File: src/design/button_gesture_classifier_top_macros.svh
// ----------------------------------------------------------------------------
// Button gesture classifier assertion macros
// Shared concurrent assertion forms, clocked on clk and quiet during rst.
// ----------------------------------------------------------------------------
`ifndef BUTTON_GESTURE_CLASSIFIER_TOP_MACROS_SVH
`define BUTTON_GESTURE_CLASSIFIER_TOP_MACROS_SVH

// Consequent must hold in the same cycle as the antecedent.
`define BGC_ASSERT_SAME(label, ante, cons, msg) \
  label: assert property (@(posedge clk) disable iff (rst) (ante) |-> (cons)) \
    else $error(msg);

// Consequent must hold in the cycle after the antecedent.
`define BGC_ASSERT_NEXT(label, ante, cons, msg) \
  label: assert property (@(posedge clk) disable iff (rst) (ante) |=> (cons)) \
    else $error(msg);

`endif

File: src/design/bgc_pkg.sv
// ----------------------------------------------------------------------------
// Button gesture classifier package
// Event codes, register indexes, reset values and field widths.
// ----------------------------------------------------------------------------
`default_nettype none

package bgc_pkg;

  localparam int unsigned TimeW = 32;
  localparam int unsigned CfgW  = 16;
  localparam int unsigned IdxW  = 2;

  typedef enum logic [1:0] {
    EV_NONE   = 2'd0,
    EV_CLICK  = 2'd1,
    EV_DOUBLE = 2'd2,
    EV_LONG   = 2'd3
  } event_t;

  typedef enum logic [IdxW-1:0] {
    REG_LONG_PRESS = 2'd0,
    REG_CLICK_MAX  = 2'd1,
    REG_DOUBLE_GAP = 2'd2
  } reg_idx_t;

  localparam logic [CfgW-1:0] LongPressRst = 16'd600;
  localparam logic [CfgW-1:0] ClickMaxRst  = 16'd500;
  localparam logic [CfgW-1:0] DoubleGapRst = 16'd300;

endpackage

`default_nettype wire

File: src/design/button_gesture_classifier_top.sv
// ----------------------------------------------------------------------------
// Button gesture classifier
// Turns poll ticks (level plus millisecond timestamp) into click, double
// click and long press events, one event code per tick.
// ----------------------------------------------------------------------------
// Each accepted tick yields exactly one event_res. An accepted tick waits in
// the input register and moves into the result register once that register
// is empty or being read, so out_stall can hold it there (input register, then
// result register). A new tick can be taken every cycle while the result is
// not stalled; throughput is one tick per clock, set by the single pass of
// 32-bit subtract and compare logic between the input and result registers.
// in_stall rises only when both the input register and the result register
// hold items and the result is stalled. Timestamps wrap modulo 2^32; window
// checks are plain unsigned compares. Register writes (index 0 long press,
// 1 click maximum, 2 double gap; index 3 ignored) are always ready and must
// be issued only while no tick is in flight.
// ----------------------------------------------------------------------------
`default_nettype none

`include "button_gesture_classifier_top_macros.svh"

module button_gesture_classifier_top (
  input  wire logic                         clk,
  input  wire logic                         rst,
  // tick channel
  input  wire logic                         in_valid,
  output logic                              in_stall,
  input  wire logic                         pressed,
  input  wire logic [bgc_pkg::TimeW-1:0]    now_ms,
  // event channel
  output logic                              out_valid,
  input  wire logic                         out_stall,
  output logic [1:0]                        event_res,
  // register write channel
  input  wire logic                         cfg_valid,
  output logic                              cfg_ready,
  input  wire logic [bgc_pkg::IdxW-1:0]     cfg_index,
  input  wire logic [bgc_pkg::CfgW-1:0]     cfg_data
);

  // configuration
  logic [bgc_pkg::CfgW-1:0]  long_press_ms;
  logic [bgc_pkg::CfgW-1:0]  click_limit;
  logic [bgc_pkg::CfgW-1:0]  dbl_window;

  // input register
  logic                      s1_valid;
  logic                      s1_pressed;
  logic [bgc_pkg::TimeW-1:0] s1_now;

  // gesture state
  logic                      was_pressed;
  logic [bgc_pkg::TimeW-1:0] press_start_time;
  logic                      long_done;
  logic                      double_pending;
  logic [bgc_pkg::TimeW-1:0] window_end_time;

  logic                      was_pressed_next;
  logic [bgc_pkg::TimeW-1:0] press_start_time_next;
  logic                      long_done_next;
  logic                      double_pending_next;
  logic [bgc_pkg::TimeW-1:0] window_end_time_next;
  bgc_pkg::event_t           ev_next;

  // result register
  bgc_pkg::event_t           ev_res;

  logic                      s1_fire;
  logic [bgc_pkg::TimeW-1:0] held;

  assign cfg_ready = 1'b1;
  assign s1_fire   = s1_valid && (!out_valid || !out_stall);
  assign in_stall  = s1_valid && !s1_fire;
  assign event_res = ev_res;
  assign held      = s1_now - press_start_time;

  always_ff @(posedge clk) begin
    if (rst) begin
      long_press_ms <= bgc_pkg::LongPressRst;
      click_limit   <= bgc_pkg::ClickMaxRst;
      dbl_window    <= bgc_pkg::DoubleGapRst;
    end else if (cfg_valid && cfg_ready) begin
      case (cfg_index)
        bgc_pkg::REG_LONG_PRESS: long_press_ms <= cfg_data;
        bgc_pkg::REG_CLICK_MAX:  click_limit   <= cfg_data;
        bgc_pkg::REG_DOUBLE_GAP: dbl_window    <= cfg_data;
        default: ;
      endcase
    end
  end

  always_comb begin
    was_pressed_next      = was_pressed;
    press_start_time_next = press_start_time;
    long_done_next        = long_done;
    double_pending_next   = double_pending;
    window_end_time_next  = window_end_time;
    ev_next               = bgc_pkg::EV_NONE;

    if (s1_pressed && !was_pressed) begin
      // press edge: start timing, keep any open double window
      was_pressed_next      = 1'b1;
      press_start_time_next = s1_now;
      long_done_next        = 1'b0;
    end else if (s1_pressed) begin
      if (!long_done && (held >= {16'd0, long_press_ms})) begin
        long_done_next      = 1'b1;
        double_pending_next = 1'b0;
        ev_next             = bgc_pkg::EV_LONG;
      end
    end else if (was_pressed) begin
      was_pressed_next = 1'b0;
      if (long_done) begin
        // long press already reported
      end else if (held > {16'd0, click_limit}) begin
        double_pending_next = 1'b0;
      end else if (double_pending && (s1_now <= window_end_time)) begin
        double_pending_next = 1'b0;
        ev_next             = bgc_pkg::EV_DOUBLE;
      end else begin
        double_pending_next  = 1'b1;
        window_end_time_next = s1_now + {16'd0, dbl_window};
      end
    end else if (double_pending && (s1_now > window_end_time)) begin
      // idle tick past the window: single click
      double_pending_next = 1'b0;
      ev_next             = bgc_pkg::EV_CLICK;
    end
  end

  always_ff @(posedge clk) begin
    if (rst) begin
      s1_valid <= 1'b0;
    end else if (in_valid && !in_stall) begin
      s1_valid <= 1'b1;
    end else if (s1_fire) begin
      s1_valid <= 1'b0;
    end
  end

  always_ff @(posedge clk) begin
    if (in_valid && !in_stall) begin
      s1_pressed <= pressed;
      s1_now     <= now_ms;
    end
  end

  always_ff @(posedge clk) begin
    if (rst) begin
      was_pressed      <= 1'b0;
      press_start_time <= '0;
      long_done        <= 1'b0;
      double_pending   <= 1'b0;
      window_end_time  <= '0;
    end else if (s1_fire) begin
      was_pressed      <= was_pressed_next;
      press_start_time <= press_start_time_next;
      long_done        <= long_done_next;
      double_pending   <= double_pending_next;
      window_end_time  <= window_end_time_next;
    end
  end

  always_ff @(posedge clk) begin
    if (rst) begin
      out_valid <= 1'b0;
    end else if (s1_fire) begin
      out_valid <= 1'b1;
    end else if (out_valid && !out_stall) begin
      out_valid <= 1'b0;
    end
  end

  always_ff @(posedge clk) begin
    if (s1_fire) begin
      ev_res <= ev_next;
    end
  end

  `BGC_ASSERT_NEXT(a_long_sets_state,
                   s1_fire && (ev_next == bgc_pkg::EV_LONG),
                   long_done && was_pressed && !double_pending,
                   "long press without held state")
  `BGC_ASSERT_NEXT(a_click_clears_pending,
                   s1_fire && ((ev_next == bgc_pkg::EV_CLICK) ||
                               (ev_next == bgc_pkg::EV_DOUBLE)),
                   !double_pending && !was_pressed,
                   "click left window open")
  `BGC_ASSERT_SAME(a_stall_only_when_full,
                   in_stall,
                   s1_valid && out_valid && out_stall,
                   "input stalled with room downstream")

endmodule

`default_nettype wire
File: config.mk
export PLATFORM = sky130hd
export DESIGN_NAME = button_gesture_classifier_top
export DESIGN_NICKNAME = d
export VERILOG_FILES = /design/src/design/bgc_pkg.sv /design/src/design/button_gesture_classifier_top.sv
export VERILOG_INCLUDE_DIRS = /design/src /design/src/design
export SDC_FILE = /design/constraint.sdc
export NUM_CORES = 1
export LEC_CHECK = 0
export BUFFER_PORTS_ARGS = -buffer_cell sky130_fd_sc_hd__buf_4
export CORE_MARGIN = 4
export CORE_UTILIZATION = 50
export CTS_BUF_LIST = sky130_fd_sc_hd__clkbuf_4 sky130_fd_sc_hd__clkbuf_8
export DETAILED_ROUTE_END_ITERATION = 16
export PLACE_DENSITY = 0.79
export REMOVE_ABC_BUFFERS = 1
export SYNTH_ARGS = -nofsm -noshare
export SYNTH_HDL_FRONTEND = slang
export SYNTH_SLANG_ARGS = --single-unit
File: constraint.sdc
create_clock -name clk -period 5.3 [get_ports clk]
set_input_delay 0 -clock clk [delete_from_list [all_inputs] [get_ports clk]]
set_output_delay 0 -clock clk [all_outputs]
set_load 0.1 [all_outputs]
==> results_dict.tcl, run 1 <==
set metrics [dict create \
    outcome "finished clean" \
    ys_seq_area_frac 0.337 \
    required_ns 5.63 \
    max_freq_mhz 216 \
    hpwl_mm 18.0 \
    ant_nets 0 \
    r2r_cells 17 \
    htree_levels 4 \
    crit_top_cell "ha_1" \
    critPathMaxFanout 34 \
    tightest_slew_ns 1.32 \
    vias 8816 \
    post_cts_buffers 0 \
    p_per_area_mw_per_mm2 249 \
    netlist-cell-type-count 85 \
    fin_crit_sh 0.872 \
    portBuffers 59 \
    fin_ws_ns 0.680 \
    cp.arrival_ns 4.95 \
    final-hold-violation-count 0 \
    cts_sinks 152 \
    grt_max_degree 79 \
    critPathLaunchType "flip-flop" \
    drv_cap 0 \
    syn_area_mm2 0.0101 \
    core_mm2 0.0197 \
    cp-end-kind "flip-flop" \
    drt_iter0_drc 530 \
    setup_viol 0 \
    slew_violations 0 \
    drc 0 \
    die_area_mm2 0.0225 \
    path_depth 17 \
    path_buf_inv 1 \
    synth_cells 1207 \
    clk-insertion-delay-late_ns 0.47 \
    grt-ovfl-total 0 \
    drt_first_pass_iters 7 \
    yosys_warnings 0 \
    synth_common_cells "nand2_1, a21oi_1, dfxtp_1" \
    cts_buffers 17 \
    min_delay_path_depth 5 \
    root_buffer "clkbuf_8" \
    vdd_drop_max_mv 0.162 \
    cp_slowest_stage_delay_ns 0.46 \
    synth.most_common_cell "nand2_1" \
    path_delay_family "simple AND/OR/NAND/NOR gates" \
    routabilityCongestion 0.908 \
    fin_crit_ns 4.62 \
    grt_pass1_wl_mm 41.3 \
    grt_pass1_vias 8517 \
    clk_pin_slew_ns 0.09 \
    synth_edf_count 35 \
    syn2layout_area_growth_pct 15.9 \
    die_w_um 150 \
    fill_cells 1733 \
    wirelength_mm 24.5 \
    synthTopCellsByArea "dfxtp_1, ha_1, edfxtp_1, nand2_1, a21oi_1" \
    async_flop_share 0 \
    synth.largest_area_cell "dfxtp_1" \
    start_util 0.512 \
    rsz0062_at_grt "no" \
    multi_input_area_mm2 0.00609 \
    syn_avg_cell_area_um2 8.33 \
    cts_hold_buf 54 \
    relSlewSlack 0.104 \
    synth_top_flop_cell "dfxtp_1" \
    n_antenna_cell 0 \
    boundaryPins 61 \
    drive_gt1_frac 0.0994 \
    antenna_found_initial 0 \
    fin_skew_ns 0.0174 \
    rows 51 \
    via_per_inst 5.57 \
    crit_chain "ha_1 -> and2_4 -> o2111ai_1 -> a31o_1 -> a211o_2 -> nand2_1 -> xor2_1 -> ha_1 -> and4_1 -> a221oi_1 -> a21oi_1 -> nor4_1 -> nand4_2 -> nor4_4 -> buf_12 -> mux2i_1 -> nor2_1" \
    wire_per_inst_um 15.5 \
    ys_ff_latch 152 \
    path_class "flip-flop to flip-flop" \
    fin_tns_setup_ns 0 \
    cts_resized 0 \
    cp_slowest_cell "edfxtp_1" \
    hold_path_class "input pin to flip-flop" \
    nets 1474 \
    leakagePower_uw 0.00450 \
    synth_top_area_frac 0.233 \
    grt.total_usage 0.227 \
    seqCellArea_mm2 0.00339 \
    die_y_um 150 \
    pre_cts_ws_ns 0.735 \
    cts_tree "yes" \
    clockBufferDepth 2 \
]
sequential cells by signal, summed over array words and instances (netlist names):
register	count
was_pressed	1
dbl_window	16
window_end_time	32
s1_valid	1
press_start_time	32
out_valid	1
long_done	1
long_press_ms	16
click_limit	16
event_res	2
double_pending	1
s1_pressed	1
s1_now	32
per-stage QoR:
step	instances	cell area, um^2	power, uW	hold slack (ns)	util
global route	1583	11700	3060	0.104	0.593
global placement	1497	10700	1890	0.178	0.544
detailed placement	1497	10700	1910	0.179	0.544
finish	1583	11700	2910	0.0872	0.593
CTS	1583	11700	2920	0.0407	0.593
floorplan	1168	9850	1720	0.0646	-
path summary, 6_finish.rpt:
kind	from	end	slack (ns)
setup reg to reg	s1_now[10]	window_end_time[2]	0.68
setup / recovery	s1_now[10]	window_end_time[2]	0.68
hold reg to reg	press_start_time[9]	press_start_time[9]	0.46
hold / removal	cfg_index[0]	long_press_ms[5]	0.09
worst min-delay path: stages:
cell	delay, ns
buf_4	0.12
nor3b_2	0.05
buf_4	0.20
nand2_1	0.08
a21oi_1	0.05
cell families after synthesis:
logic type	synth area share
other	0.000373
AO/OA/AOI/OAI	0.187
XOR/XNOR	0.0427
flip-flops	0.337
AND/OR/NAND/NOR	0.198
adder cells (fa/ha/maj)	0.142
buffers and inverters	0.0591
multiplexers	0.0330
power breakdown:
part / internal, uW / switching [uW] / total (uW) / leakage [uW]
clock: 514 / 467 / 982 / 0.000214
sequential: 1230 / 39.0 / 1260 / 0.00129
combinational: 282 / 377 / 659 / 0.00300
total: 2020 / 884 / 2910 / 0.00450
layout by cell type (no fill, tap or decap), types with 4 or more instances in the layout:
master / n
a211o_1: 11
a211oi_1: 10
a21o_1: 21
a21oi_1: 129
a31oi_1: 5
and2_1: 5
and3_1: 10
buf_4: 63
bufinv_16: 4
clkbuf_8: 17
dfxtp_1: 117
dlygate4sd3_1: 54
edfxtp_1: 35
ha_1: 111
inv_1: 103
inv_6: 4
mux2i_1: 32
nand2_1: 201
nand2b_1: 13
nand3_1: 19
nand3b_1: 8
nand4_1: 20
nor2_1: 91
nor2b_1: 6
nor3_1: 15
nor4_1: 8
o2111ai_1: 4
o211ai_1: 8
o21a_1: 16
o21ai_0: 31
o21bai_1: 5
o31ai_1: 4
or2_2: 5
xnor2_1: 30
xor2_1: 19
per-layer routing:
layer / up-vias / track usage / share of wire
met5: - / 0 / 0
met4: 0 / 0.0691 / 0.020
met3: 35 / 0.0330 / 0.057
met2: 252 / 0.362 / 0.45
met1: 4100 / 0.319 / 0.47
li1: 4429 / - / -
layout make-up:
cell class,instances,share of cell area
Tap cell,265,0.0284
Timing Repair Buffer,118,0.0886
Sequential cell,152,0.291
Clock buffer,17,0.0201
Inverter,103,0.0332
Multi-Input combinational cell,913,0.522
Clock inverter,15,0.0168
(Power assumes the default switching activity.)
==> inputs of run 2 (changes only) <==
--- a/config.mk
+++ b/config.mk
@@ -7,6 +7,7 @@
 export NUM_CORES = 1
 export LEC_CHECK = 0
 export BUFFER_PORTS_ARGS = -buffer_cell sky130_fd_sc_hd__buf_4
+export CORE_ASPECT_RATIO = 1.75
 export CORE_MARGIN = 4
 export CORE_UTILIZATION = 50
 export CTS_BUF_LIST = sky130_fd_sc_hd__clkbuf_4 sky130_fd_sc_hd__clkbuf_8
==> constraint.sdc (replaced) <==
create_clock -name clk -period 4.73 [get_ports clk]
set_input_delay 0 -clock clk [delete_from_list [all_inputs] [get_ports clk]]
set_output_delay 0 -clock clk [all_outputs]
set_load 0.1 [all_outputs]
==> run 2 against run 1 <==
Fmax down 0.31%; sequential power up 13%; via count up 4.5%; setup slack worse by 0.58 ns; clock skew up 0.0033 ns; global-route usage up 1.9 points; critical path depth up 1; wire length up 14%; power up 9.5%; clock power about the same; critical endpoint is now window_end_time[22].
==> results_dict.tcl, run 2 (same netlist as run 1, synthesis figures left out) <==
set metrics [dict create \
    r2r_end "window_end_time[22]" \
    r2r_cells 18 \
    fin_crit_sh 0.980 \
    wire_per_inst_um 17.7 \
    rows 68 \
    vdd_drop_max_mv 0.248 \
    fin_cells 1576 \
    cts_tree "yes" \
    die_y_um 196 \
    crit_chain "ha_4 -> o211ai_1 -> a21o_1 -> a31o_1 -> a211o_2 -> nand2_1 -> xor2_2 -> ha_1 -> and4_1 -> a221oi_2 -> a21oi_2 -> nor4_2 -> nand4_2 -> nor4_4 -> buf_4 -> buf_6 -> mux2i_1 -> nor2_1" \
    cts_sinks 152 \
    nets 1489 \
    cp-endpoint "window_end_time[22]" \
    timing.hold.ws_ns 0.0348 \
    n_antenna_cell 0 \
    dpl_cell_area_mm2 0.0107 \
    slew_violations 0 \
    wirelength_mm 27.9 \
    cp_slowest_stage_delay_ns 0.51 \
    root_buffer "clkbuf_8" \
    grt_pass1_vias 9161 \
    pre_cts_ws_ns 0.170 \
    ant_nets 0 \
    clockBufferDepth 2 \
    tightest_slew_ns 1.15 \
    final-hold-violation-count 0 \
    min_from "rst" \
    p_per_area_mw_per_mm2 270 \
    placedCellCount 1485 \
    required_ns 5.06 \
    via_per_inst 5.85 \
    cp-end-kind "flip-flop" \
    path_class "flip-flop to flip-flop" \
    syn2layout_area_growth_pct 17.3 \
    outcome "finished clean" \
    leakagePower_uw 0.00456 \
    die_w_um 115 \
    r2r_start "s1_now[4]" \
    die_area_mm2 0.0225 \
    drt_iter0_drc 494 \
    vias 9217 \
    grt_pass1_wl_mm 44.0 \
    stdcell_area_mm2 0.0118 \
    grt-ovfl-total 0 \
    routabilityCongestion 0.926 \
    most-common-layout-cells "nand2_1, a21oi_1, dfxtp_1" \
    drc 0 \
    cp.arrival_ns 4.97 \
    clk-insertion-delay-late_ns 0.49 \
    final_common_cell "nand2_1" \
    drive_gt1_frac 0.122 \
    max_freq_mhz 216 \
    relSlewSlack 0.231 \
    drt_first_pass_iters 5 \
    portBuffers 59 \
    grt.total_usage 0.246 \
    start_util 0.510 \
    hold_path_class "input pin to flip-flop" \
    fin_skew_ns 0.0207 \
    htree_levels 4 \
    hpwl_mm 20.2 \
    cp_slowest_cell "edfxtp_1" \
    grt_max_degree 65 \
    boundaryPins 61 \
    antenna_found_initial 0 \
    clk_pin_slew_ns 0.09 \
    critPathLaunchType "flip-flop" \
    setup_viol 0 \
    fin_ws_ns 0.0961 \
    drv_cap 0 \
    core_mm2 0.0197 \
    fin_crit_ns 4.63 \
    reg_top3 "press_start_time (32), s1_now (32), window_end_time (32)" \
    startpoint "s1_now[4]" \
    critPathMaxFanout 16 \
    cts_buffers 17 \
    r2r_setup_slack_ns 0.1 \
]
run 2: cell types whose count changed in the layout (fill, tap and decap cells not counted), sizes merged:
cell / previous run / this run
buf: 64 / 80
clkbuf: 17 / 22
inv: 107 / 104
bufinv: 4 / 2
dlygate4sd3: 54 / 52
clkinv: 6 / 5
run 2: critical path, delay by kind of cell, from the launching register on:
family / cells / cell delay (ns)
buffers and inverters: 2 / 0.45
muxes: 1 / 0.22
AOI/OAI and AO/OA: 6 / 1.35
adders and majority gates: 2 / 0.64
xor gates and xnor gates: 1 / 0.22
DFF: 1 / 0.51
and+or+nand+nor: 6 / 1.10
run 2: layout make-up:
cell class                 instances  area, um^2
clock buffer                      21         277
clock inverter                     9         103
fill                            1747        7950
inverter                         103         387
multi-input combinational        913        6170
sequential                       152        3390
tap                              245         307
timing repair buffer             133        1150
run 2: stage by stage:
| stage | power, uW | util | TNS (ns) |
|---|---|---|---|
| after floorplan | 1930 | - | -14.95 |
| after global placement | 2140 | 0.543 | 0 |
| after detailed placement | 2160 | 0.543 | 0 |
| after CTS | 3170 | 0.589 | 0 |
| after global routing | 3330 | 0.597 | -1.95 |
| final | 3180 | 0.597 | 0 |
run 2: worst min path at each step:
stage / depth (start not counted) / slack [ns] / end
after floorplan: 1 / 0.06 / window_end_time[31]
after global placement: 1 / 0.18 / s1_now[7]
after detailed placement: 1 / 0.18 / s1_now[19]
after CTS: 5 / 0.03 / long_press_ms[11]
after global routing: 2 / 0.04 / window_end_time[20]
final: 2 / 0.03 / window_end_time[19]
run 2: metal layers:
metal	wire (um)	up-vias	share of wire	track usage
met4	2330	0	0.084	0.177
met2	14900	272	0.53	0.456
met3	907	135	0.033	0.0394
met1	9760	4350	0.35	0.237
met5	0	-	0	0
li1	-	4460	-	-
run 2: report_power, final:
| part | internal (uW) | switching [uW] | leakage (uW) |
|---|---|---|---|
| combinational | 331 | 448 | 0.00307 |
| sequential | 1370 | 45.5 | 0.00129 |
| clock | 499 | 483 | 0.000198 |
run 2: repair_timing:
action                                  in CTS  in global routing
setup buffers                                0                  7
hold endpoints to repair                    84                  0
gates resized for setup                      0                 16
hold buffers                                52                  0
endpoints found under the setup margin       0                 32
